<file path="config.mk">
export PLATFORM = sky130hd
export DESIGN_NAME = fragment_reassembly_tracker
export DESIGN_NICKNAME = d
export VERILOG_FILES = /design/src/hdl/frt_pkg.sv /design/src/hdl/frt_ctrl.sv /design/src/hdl/frt_datapath.sv /design/src/hdl/fragment_reassembly_tracker.sv
export VERILOG_INCLUDE_DIRS = /design/src /design/src/hdl
export SDC_FILE = /design/constraint.sdc
export NUM_CORES = 1
export LEC_CHECK = 0
export BUFFER_PORTS_ARGS = -buffer_cell sky130_fd_sc_hd__buf_2
export CAP_MARGIN = 10
export CORE_UTILIZATION = 49
export DETAILED_ROUTE_END_ITERATION = 8
export PLACE_DENSITY = 0.68
export SKIP_CTS_REPAIR_TIMING = 1
export SYNTH_ARGS = -nofsm -noshare
export SYNTH_HDL_FRONTEND = slang
export SYNTH_SLANG_ARGS = --single-unit
</file>
<file path="constraint.sdc">
create_clock -name clk_i -period 6 [get_ports clk_i]
set_input_delay 0.3 -clock clk_i [delete_from_list [all_inputs] [get_ports clk_i]]
set_output_delay 0.3 -clock clk_i [all_outputs]
set_load 0.03 [all_outputs]
</file>
<file path="src/hdl/fragment_reassembly_tracker_assert.svh">
// Assertion macros for the fragment reassembly tracker.
// Needs clk_i and rst_ni in the module that uses them; no other dependencies.
`ifndef FRAGMENT_REASSEMBLY_TRACKER_ASSERT_SVH
`define FRAGMENT_REASSEMBLY_TRACKER_ASSERT_SVH

// Same-cycle implication, sampled on the rising clock edge, off during reset
`define FRT_ASSERT_NOW(label, ante, cons, msg) \
  label: assert property (@(posedge clk_i) disable iff (!rst_ni) (ante) |-> (cons)) \
    else $error(msg);

// Next-cycle implication, sampled on the rising clock edge, off during reset
`define FRT_ASSERT_NEXT(label, ante, cons, msg) \
  label: assert property (@(posedge clk_i) disable iff (!rst_ni) (ante) |=> (cons)) \
    else $error(msg);

`endif

</file>
<file path="src/hdl/frt_pkg.sv">
// Shared types and constants for the fragment reassembly tracker.
// No dependencies; imported by the controller, datapath and top level.
`default_nettype none

package frt_pkg;

  localparam int MAX_FRAGMENTS = 64;
  localparam int HEADER_BYTES  = 6;
  localparam int FRAME_LEN_W   = 11;
  localparam int BYTE_SUM_W    = 17;
  localparam int RX_TOTAL_W    = 7;
  localparam int FIELD_W       = 16;

  localparam int IDX_W = (MAX_FRAGMENTS > 1) ? $clog2(MAX_FRAGMENTS) : 1;
  localparam int CNT_W = $clog2(MAX_FRAGMENTS + 1);

  localparam logic [BYTE_SUM_W-1:0] BYTE_SUM_MAX = '1;

  // Reject codes
  localparam logic [2:0] REJ_NONE  = 3'd0;
  localparam logic [2:0] REJ_SHORT = 3'd1;
  localparam logic [2:0] REJ_ZERO  = 3'd2;
  localparam logic [2:0] REJ_RANGE = 3'd3;
  localparam logic [2:0] REJ_DUP   = 3'd4;
  localparam logic [2:0] REJ_OVER  = 3'd5;

  typedef struct packed {
    logic [FIELD_W-1:0]     frag_msg_id;
    logic [FIELD_W-1:0]     frag_index;
    logic [FIELD_W-1:0]     frag_total;
    logic [FRAME_LEN_W-1:0] frame_length;
  } frt_in_t;

  typedef struct packed {
    logic                  accepted;
    logic [2:0]            reject_code;
    logic                  restarted;
    logic                  message_complete;
    logic [RX_TOTAL_W-1:0] received_total;
    logic [BYTE_SUM_W-1:0] payload_bytes;
  } frt_out_t;

  // Controller to datapath commands
  typedef struct packed {
    logic load;  // capture the fragment header
    logic eval;  // evaluate and commit tracking state
  } frt_cmd_t;

endpackage

`default_nettype wire

</file>
<file path="src/hdl/frt_ctrl.sv">
// Sequencing controller for the fragment reassembly tracker.
// Depends on frt_pkg and fragment_reassembly_tracker_assert.svh.
`default_nettype none
`include "fragment_reassembly_tracker_assert.svh"

module frt_ctrl (
  input  wire logic            clk_i,
  input  wire logic            rst_ni,
  input  wire logic            start,
  output logic                 busy,
  output logic                 res_strobe_o,
  output frt_pkg::frt_cmd_t    cmd_o
);
  import frt_pkg::*;

  localparam logic ST_IDLE = 1'b0;
  localparam logic ST_EVAL = 1'b1;

  logic state_q, state_d;
  logic strobe_q, strobe_d;

  always_comb begin
    cmd_o.load = start && (state_q == ST_IDLE);
    cmd_o.eval = (state_q == ST_EVAL);
    strobe_d   = (state_q == ST_EVAL);
    unique case (state_q)
      ST_IDLE: state_d = cmd_o.load ? ST_EVAL : ST_IDLE;
      ST_EVAL: state_d = ST_IDLE;
      default: state_d = ST_IDLE;
    endcase
  end

  always_ff @(posedge clk_i or negedge rst_ni) begin
    if (!rst_ni) begin
      state_q  <= ST_IDLE;
      strobe_q <= 1'b0;
    end else begin
      state_q  <= state_d;
      strobe_q <= strobe_d;
    end
  end

  assign busy         = (state_q == ST_EVAL);
  assign res_strobe_o = strobe_q;

  `FRT_ASSERT_NEXT(a_load_then_eval, cmd_o.load, cmd_o.eval, "transfer taken but no evaluate cycle")
  `FRT_ASSERT_NEXT(a_eval_then_strobe, cmd_o.eval, res_strobe_o, "evaluate cycle without result strobe")
  `FRT_ASSERT_NOW(a_strobe_idle, res_strobe_o, !busy, "result strobe while still busy")

endmodule

`default_nettype wire

</file>
<file path="src/hdl/frt_datapath.sv">
// Tracking state, header checks and result register for the reassembly tracker.
// Depends on frt_pkg and fragment_reassembly_tracker_assert.svh.
`default_nettype none
`include "fragment_reassembly_tracker_assert.svh"

module frt_datapath (
  input  wire logic              clk_i,
  input  wire logic              rst_ni,
  input  frt_pkg::frt_cmd_t      cmd_i,
  input  frt_pkg::frt_in_t       frag_i,
  output frt_pkg::frt_out_t      res_o
);
  import frt_pkg::*;

  frt_in_t  in_q;
  frt_out_t res_q, res_d;

  logic                     active_q, active_d;
  logic [FIELD_W-1:0]       id_q, id_d;
  logic [CNT_W-1:0]         count_q, count_d;
  logic [CNT_W-1:0]         arrived_q, arrived_d;
  logic [MAX_FRAGMENTS-1:0] map_q, map_d;
  logic [BYTE_SUM_W-1:0]    sum_q, sum_d;

  logic [2:0]               code_pre;
  logic                     hdr_ok;
  logic                     restart;
  logic                     dup;
  logic [IDX_W-1:0]         idx_lo;
  logic [MAX_FRAGMENTS-1:0] map_base;
  logic [CNT_W-1:0]         cnt_base;
  logic [BYTE_SUM_W-1:0]    sum_base;
  logic [FRAME_LEN_W-1:0]   pay_len;
  logic [BYTE_SUM_W:0]      sum_wide;
  logic [CNT_W+RX_TOTAL_W-1:0] arrived_ext;

  always_comb begin
    priority if (in_q.frame_length < FRAME_LEN_W'(HEADER_BYTES)) begin
      code_pre = REJ_SHORT;
    end else if (in_q.frag_total == '0) begin
      code_pre = REJ_ZERO;
    end else if (in_q.frag_index >= in_q.frag_total) begin
      code_pre = REJ_RANGE;
    end else if (in_q.frag_total > FIELD_W'(MAX_FRAGMENTS)) begin
      code_pre = REJ_OVER;
    end else begin
      code_pre = REJ_NONE;
    end

    hdr_ok  = (code_pre == REJ_NONE);
    restart = hdr_ok && (!active_q || (in_q.frag_msg_id != id_q) ||
              (in_q.frag_total != {{(FIELD_W-CNT_W){1'b0}}, count_q}));

    // Index and count fit the narrow widths once the header checks pass
    idx_lo   = in_q.frag_index[IDX_W-1:0];
    map_base = restart ? '0 : map_q;
    cnt_base = restart ? '0 : arrived_q;
    sum_base = restart ? '0 : sum_q;
    dup      = map_base[idx_lo];
    pay_len  = in_q.frame_length - FRAME_LEN_W'(HEADER_BYTES);
    sum_wide = {1'b0, sum_base} + {{(BYTE_SUM_W+1-FRAME_LEN_W){1'b0}}, pay_len};

    active_d = active_q;
    id_d     = id_q;
    count_d  = count_q;
    arrived_d = arrived_q;
    map_d    = map_q;
    sum_d    = sum_q;
    res_d.accepted    = 1'b0;
    res_d.reject_code = code_pre;
    res_d.restarted   = restart;

    if (hdr_ok) begin
      active_d  = 1'b1;
      id_d      = in_q.frag_msg_id;
      count_d   = in_q.frag_total[CNT_W-1:0];
      arrived_d = cnt_base;
      map_d     = map_base;
      sum_d     = sum_base;
      if (dup) begin
        res_d.reject_code = REJ_DUP;
      end else begin
        map_d[idx_lo]  = 1'b1;
        arrived_d      = cnt_base + CNT_W'(1);
        // Saturate the byte total at all ones
        sum_d          = sum_wide[BYTE_SUM_W] ? BYTE_SUM_MAX : sum_wide[BYTE_SUM_W-1:0];
        res_d.accepted = 1'b1;
      end
    end

    arrived_ext = {{RX_TOTAL_W{1'b0}}, arrived_d};
    res_d.message_complete = active_d && (count_d != '0) && (arrived_d == count_d);
    res_d.received_total   = arrived_ext[RX_TOTAL_W-1:0];
    res_d.payload_bytes    = sum_d;
  end

  // Payload registers: no reset needed
  always_ff @(posedge clk_i) begin
    if (cmd_i.load) begin
      in_q <= frag_i;
    end
    if (cmd_i.eval) begin
      res_q <= res_d;
    end
  end

  always_ff @(posedge clk_i or negedge rst_ni) begin
    if (!rst_ni) begin
      active_q  <= 1'b0;
      id_q      <= '0;
      count_q   <= '0;
      arrived_q <= '0;
      map_q     <= '0;
      sum_q     <= '0;
    end else if (cmd_i.eval) begin
      active_q  <= active_d;
      id_q      <= id_d;
      count_q   <= count_d;
      arrived_q <= arrived_d;
      map_q     <= map_d;
      sum_q     <= sum_d;
    end
  end

  assign res_o = res_q;

  `FRT_ASSERT_NOW(a_idle_empty, !active_q, (arrived_q == '0) && (map_q == '0), "arrivals recorded with no message")
  `FRT_ASSERT_NOW(a_count_bound, active_q, arrived_q <= count_q, "arrival count above declared count")
  `FRT_ASSERT_NOW(a_map_count, 1'b1, $countones(map_q) == int'(arrived_q), "arrival map disagrees with count")

endmodule

`default_nettype wire

</file>
<file path="src/hdl/fragment_reassembly_tracker.sv">
// Top level of the fragment reassembly tracker: controller plus datapath.
// Depends on frt_pkg, frt_ctrl and frt_datapath.
//
// One fragment header is taken per transfer (start high while busy is low) and
// one result follows for every transfer, on res_o with res_strobe_o high for
// exactly one cycle; the receiver cannot stall it. The header is captured at
// the transfer edge, the next cycle runs the checks, tests and sets the
// arrival bit, and updates the count and byte total, and the result register
// loads at the end of that cycle. The strobe comes from a register that loads
// alongside it. busy is high during the evaluate cycle only, so a new fragment
// cannot be taken until that cycle is over; it can be taken at the edge that
// ends the previous result strobe. Reset clears all tracking state at once.
`default_nettype none

module fragment_reassembly_tracker (
  input  wire logic           clk_i,
  input  wire logic           rst_ni,
  input  wire logic           start,
  output logic                busy,
  input  frt_pkg::frt_in_t    frag_i,
  output logic                res_strobe_o,
  output frt_pkg::frt_out_t   res_o
);
  import frt_pkg::*;

  frt_cmd_t cmd;

  frt_ctrl u_ctrl (
    .clk_i        (clk_i),
    .rst_ni       (rst_ni),
    .start        (start),
    .busy         (busy),
    .res_strobe_o (res_strobe_o),
    .cmd_o        (cmd)
  );

  frt_datapath u_datapath (
    .clk_i  (clk_i),
    .rst_ni (rst_ni),
    .cmd_i  (cmd),
    .frag_i (frag_i),
    .res_o  (res_o)
  );

endmodule

`default_nettype wire
</file>
==> results.json, run 1 <==
{
  "grt_pass1_wl_mm": 38.0,
  "synth_nets": 994,
  "chipHeight_um": 146,
  "hold_slack_ps": -43.5,
  "synthSimpleGateAreaFrac": 0.149,
  "start_kind": "flop",
  "regArea_um2": 5530,
  "fin_cells": 1334,
  "setup_viol": 0,
  "critPathRequiredTime_ps": 6250,
  "yosysSeqAreaShare": 0.542,
  "yosysWarningCount": 0,
  "nets": 1140,
  "critPathCaptureType": "flop",
  "synth_cell_types": 83,
  "synth_top_family_by_area": "compound AO/OA/AOI/OAI gates",
  "syn-cell-area_um2": 10200,
  "gp_congestion": 0.905,
  "drc_errors": 0,
  "synth_edf_count": 89,
  "skew_ps": 20.0,
  "clock.fmax_mhz": 187,
  "final.min_clock_period_ps": 5350,
  "cp_max_fo": 15,
  "synthMuxAreaShare": 0.0313,
  "worstSetupPathType": "reg -> reg",
  "clk_latency_ps": 520,
  "hold_viol_final": 36,
  "antenna_found_initial": 0,
  "final_area_um2": 12200,
  "clock_sink_count": 203,
  "syn_inst": 902,
  "ys_ff_latch": 203,
  "powerDensity_nw_per_um2": 256,
  "wl_met3_mm": 1.39,
  "antenna_cells": 0,
  "wl_mm": 24.9,
  "synth_top_area_share": 0.280,
  "cap_violations": 0,
  "hpwlAfterDp_mm": 15.8,
  "maxSlewViolCount": 0,
  "vias": 7703,
  "cts_buffer_depth": 3,
  "synthAdderAreaFrac": 0.0375,
  "avgSynthCellArea_um2": 11.3,
  "grt.overflow.total": 0,
  "io_pins": 94,
  "crit_path_start": "u_datapath.in_q[17]",
  "antenna_left": 0,
  "cts_buffers": 22,
  "violations": "negative hold slack",
  "p_leak_nw": 5.22,
  "irDropWorstVdd_mv": 0.272,
  "setup_tns_ps": 0,
  "status": "complete, but fails checks",
  "max-slew-margin-rel": 0.209,
  "fin_crit_sh": 0.892,
  "initial_core_util": 0.502,
  "cts-root-buf": "clkbuf_16",
  "route.met2.wl_mm": 11.9,
  "cts_tree": "yes",
  "die-width_um": 146,
  "synth_ff_type": "dfrtp_1",
  "synth_xor_area_frac": 0.0404,
  "grt_max_degree": 81,
  "max_slew.worst_pin.slew_ps": 1180,
  "port_buffers": 93,
  "rsz0062_at_grt": "no",
  "multiInputGateArea_um2": 4350,
  "min_path_type": "in -> async",
  "wl_met1_mm": 11.2,
  "synthTopCellsByArea": "dfrtp_1 28%, edfxtp_1 26%, a22o_1 5.3%, nand2_1 4.2%, ha_1 3.6%",
  "cts_max_level": 1,
  "arrival_ps": 5600,
  "drive_gt1_frac": 0.178,
  "fillers": 1679,
  "viasPerCell": 5.77,
  "synth_area_leader_cell": "dfrtp_1",
  "die_area_um2": 21400,
  "drt-initial-drc-count": 581,
  "track_usage": 0.220,
  "syn_to_final_growth_pct": 19.5,
  "top_layer": "met4",
  "wl_per_cell_um": 18.7,
  "first_pass_iters": 4,
  "clk_pin_slew_ps": 60,
  "core_um2": 20300,
  "std_cell_rows": 52,
  "grt_pass1_vias": 7214,
  "placed_area_um2": 10900,
  "dp_cells": 1235,
  "synth_compound_area_frac": 0.166,
  "reg2reg_from": "u_datapath.in_q[17]",
  "ys_async_sr_fraction": 0.562
}
## critical path, cell delays in order (launching register included)
cell      delay, ps
edfxtp_1        550
inv_1           140
ha_1            300
and2_1          150
a221oi_1        240
o21ai_0         200
a21oi_1         410
nand3_2         290
nand2_1         190
inv_1            80
ha_1            280
a21o_1          180
a21oi_1         220
nor2b_1         100
o21ai_0         300
o21bai_1        100
a21oi_1         260
o21ai_1         380
buf_4           320
a211oi_1        300
nor2_1           80
## synthesized netlist by cell type, drive strengths merged, types with 14 or more instances
master and n:
ha 29, nor4 14, xnor2 35, nor2 56, nand2 116, a21oi 24
dfrtp 114, o21ai 31, buf 19, nor3 17, inv 33, edfxtp 89
nand3 19, a211oi 14, a22o 62, clkbuf 26, nand4 16
## final cells by class
| class | instances | area share |
|---|---|---|
| Clock buffer | 28 | 0.0478 |
| Clock inverter | 12 | 0.00821 |
| Inverter | 33 | 0.0102 |
| Multi-Input combinational cell | 621 | 0.357 |
| Sequential cell | 203 | 0.453 |
| Tap cell | 270 | 0.0277 |
| Timing Repair Buffer | 167 | 0.0961 |
## placed cells by master, fill, tap and decap left out, types with 7 or more instances in the layout
cell type / n
nor3_1: 11
dlygate4sd3_1: 59
o31ai_1: 13
buf_4: 16
and2_1: 13
nand2_1: 113
mux4_2: 7
dfrtp_1: 113
o21ai_0: 27
mux2_2: 8
clkbuf_16: 22
ha_1: 29
or3_1: 7
nand2b_1: 11
a21oi_1: 24
xnor2_1: 35
a211oi_1: 11
nand3_1: 17
nor4_1: 12
nor2b_1: 10
edfxtp_1: 89
nor2_1: 55
and3_1: 10
xor2_1: 12
inv_1: 31
a22o_1: 62
nand4_1: 16
buf_2: 92
## path summary, 6_finish.rpt
kind	slack [ps]	cells after the start	end
worst max-delay path	650	20	u_datapath.res_o[8]
worst min-delay path	-40	1	u_datapath.id_q[2]
worst max register to register	650	20	u_datapath.res_o[8]
worst min register to register	480	2	u_datapath.sum_q[9]
max in group asynchronous	4910	2	u_ctrl.busy
min in group clk_i	480	2	u_datapath.sum_q[9]
## layer usage
layer	global-route usage	vias up
li1	-	3666
met4	0.0573	0
met5	0	-
met3	0.0309	40
met1	0.323	3738
met2	0.346	259
## registers in the layout, summed over array words and instances (netlist names)
name and count:
u_datapath.active_q 1, u_ctrl.res_strobe_o 1, u_datapath.arrived_q 7, u_datapath.in_q 53, u_datapath.count_q 7, u_datapath.map_q 64
u_datapath.id_q 16, u_ctrl.busy 1, u_datapath.sum_q 17, u_datapath.res_o 30, u_datapath.idx_lo 6
## stage by stage
step	total power [mW]	util	setup slack (ps)
6_report	3.12	0.600	648
5_1_grt	3.23	0.600	129
4_1_cts	3.11	0.571	561
3_5_place_dp	1.82	0.537	608
3_3_place_gp	1.81	0.537	841
2_1_floorplan	1.72	-	1550
## power breakdown
part	internal [mW]	total (mW)	leakage, nW	switching, mW
combinational	0.118	0.298	2.46	0.180
clock	0.734	1.30	0.326	0.563
sequential	1.50	1.53	2.43	0.0251
## kinds of logic after synthesis
logic type	count (synthesis)
AO/OA/AOI/OAI	218
XOR/XNOR	47
adder cells (fa/ha/maj)	30
buffers and inverters	78
flip-flops	203
multiplexers	22
AND/OR/NAND/NOR	304
Note: power is estimated with default switching activity, not from simulation.
==> inputs of run 2 (changes only) <==
--- a/config.mk
+++ b/config.mk
@@ -8,9 +8,11 @@
 export LEC_CHECK = 0
 export BUFFER_PORTS_ARGS = -buffer_cell sky130_fd_sc_hd__buf_2
 export CAP_MARGIN = 10
-export CORE_UTILIZATION = 49
+export CELL_PAD_IN_SITES_DETAIL_PLACEMENT = 0
+export CELL_PAD_IN_SITES_GLOBAL_PLACEMENT = 1
+export CORE_UTILIZATION = 48
 export DETAILED_ROUTE_END_ITERATION = 8
-export PLACE_DENSITY = 0.68
+export PLACE_DENSITY = 0.87
 export SKIP_CTS_REPAIR_TIMING = 1
 export SYNTH_ARGS = -nofsm -noshare
 export SYNTH_HDL_FRONTEND = slang
==> run 2 against run 1 <==
Net effect: the run now ends clean; die area rose by 2.1%; clock skew shrank 6.9 ps; non-clock buffer count is 1 higher; via count shrank 0.47%; global-route usage up 0.17 points; register-to-register slack gained 50 ps; largest power group unchanged.
==> results.json, run 2 (synthesis gave the netlist of run 1 again) <==
{
  "critPathCaptureType": "flop",
  "status": "finished clean",
  "antenna_left": 0,
  "critPathRequiredTime_ps": 6260,
  "grt_max_degree": 82,
  "setup_tns_ps": 0,
  "dp_slack_ps": 738,
  "track_usage": 0.222,
  "top_register": "u_datapath.map_q",
  "syn_to_final_growth_pct": 19.6,
  "antenna_cells": 0,
  "chipHeight_um": 148,
  "rr_endpoint": "u_datapath.res_o[16]",
  "placed_area_um2": 10900,
  "clock.fmax_mhz": 189,
  "timing.reg2reg.setup_slack_ps": 700,
  "fin_crit_sh": 0.883,
  "max_slew.worst_pin.slew_ps": 1060,
  "clk_latency_ps": 510,
  "setup_viol": 0,
  "die-width_um": 148,
  "p_leak_nw": 5.23,
  "port_buffers": 93,
  "initial_core_util": 0.496,
  "grt.overflow.total": 0,
  "arrival_ps": 5550,
  "final.min_clock_period_ps": 5300,
  "cts_tree": "yes",
  "hpwlAfterDp_mm": 16.0,
  "reg2reg_from": "u_datapath.in_q[17]",
  "cts-root-buf": "clkbuf_16",
  "hold_viol_final": 0,
  "wl_mm": 24.9,
  "rsz0062_at_grt": "no",
  "clock_sink_count": 203,
  "clk_pin_slew_ps": 60,
  "total_power_mw": 3.13,
  "seqPwrFrac": 0.488,
  "first_pass_iters": 5,
  "vias": 7667,
  "cts_max_level": 1,
  "timing.final.ws_setup_ps": 702,
  "layout_commonest_cell": "nand2_1",
  "mostFrequentLayoutCells": "114 x nand2_1, 113 x dfrtp_1, 92 x buf_2",
  "fillers": 1670,
  "grt_pass1_wl_mm": 38.2,
  "gp_congestion": 0.876,
  "max-slew-margin-rel": 0.294,
  "largest_register_ffs": 64,
  "grt_pass1_vias": 7170,
  "cp_max_fo": 20,
  "clockPowerShare": 0.418,
  "die_area_um2": 21800,
  "final_area_um2": 12200,
  "drive_gt1_frac": 0.172,
  "min_path_type": "in -> async",
  "cts_buffer_depth": 3,
  "powerDensity_nw_per_um2": 257,
  "maxSlewViolCount": 0,
  "start_kind": "flop",
  "skew_ps": 13.1,
  "drt-initial-drc-count": 567,
  "core_um2": 20600,
  "drc_errors": 0,
  "cap_violations": 0,
  "p_sw_frac": 0.239,
  "p_int_mw": 2.38,
  "antenna_found_initial": 0,
  "worstSetupPathType": "reg -> reg",
  "combinationalPowerShare": 0.095,
  "cts_buffers": 23,
  "std_cell_rows": 52,
  "wl_per_cell_um": 18.6,
  "viasPerCell": 5.73,
  "irDropWorstVdd_mv": 0.237,
  "nets": 1142,
  "io_pins": 94,
  "p_sw_uw": 748,
  "rr_worst_depth": 20
}
## run 2: worst max-delay path: stages, from the launching register on
cell and delay (ps):
edfxtp_1 520, inv_1 130, ha_1 300, and2_1 140, a221oi_1 240, o21ai_0 180, a21oi_1 410, nand3_1 410
nand2_1 250, inv_1 70, ha_1 280, a21o_1 190, a21oi_1 220, nor2b_1 100, o21ai_0 280, o21bai_1 100
a21oi_1 260, o21ai_1 220, buf_4 270, o311ai_0 360, a21oi_1 110
## run 2: worst max-delay path by stage
stage	startpoint	end	cells past startpoint
after floorplan	u_datapath.idx_lo[0]	u_datapath.res_o[0]	22
after global placement	u_datapath.in_q[17]	u_datapath.res_o[16]	20
after detailed placement	u_datapath.in_q[17]	u_datapath.res_o[16]	20
after CTS	u_datapath.in_q[17]	u_datapath.res_o[16]	20
after global routing	u_datapath.in_q[17]	u_datapath.res_o[16]	20
final	u_datapath.in_q[17]	u_datapath.res_o[16]	20
## run 2: power groups by stage
stage / registers [mW] / logic, mW / clock network [mW]
global placement: 1.55 / 0.262 / 0
detailed placement: 1.55 / 0.265 / 0
CTS: 1.53 / 0.267 / 1.32
finish: 1.53 / 0.297 / 1.31
floorplan: 1.57 / 0.150 / 0
global route: 1.53 / 0.325 / 1.38
## run 2: routing by layer
layer / GRT usage / wire length, µm / part of all wire
met5: 0 / 0 / 0
met4: 0.0598 / 537 / 0.022
met3: 0.0340 / 1330 / 0.053
met2: 0.356 / 11900 / 0.48
met1: 0.316 / 11100 / 0.45
## run 2: layout make-up
class                      count  area (µm²)  share of cell area
clock buffer                  34         627              0.0514
clock inverter                 8        63.8             0.00523
inverter                      33         124              0.0102
multi-input combinational    621        4340               0.356
sequential                   203        5530               0.453
tap                          270         338              0.0277
timing repair buffer         168        1180              0.0968
## run 2: through the flow
step / std cells / util / hold slack, ps
after global routing: 1337 / 0.593 / 342
after global placement: 1235 / 0.530 / 296
after detailed placement: 1235 / 0.530 / 296
after floorplan: 902 / - / 4.41
after CTS: 1277 / 0.564 / -237
final: 1337 / 0.593 / 304
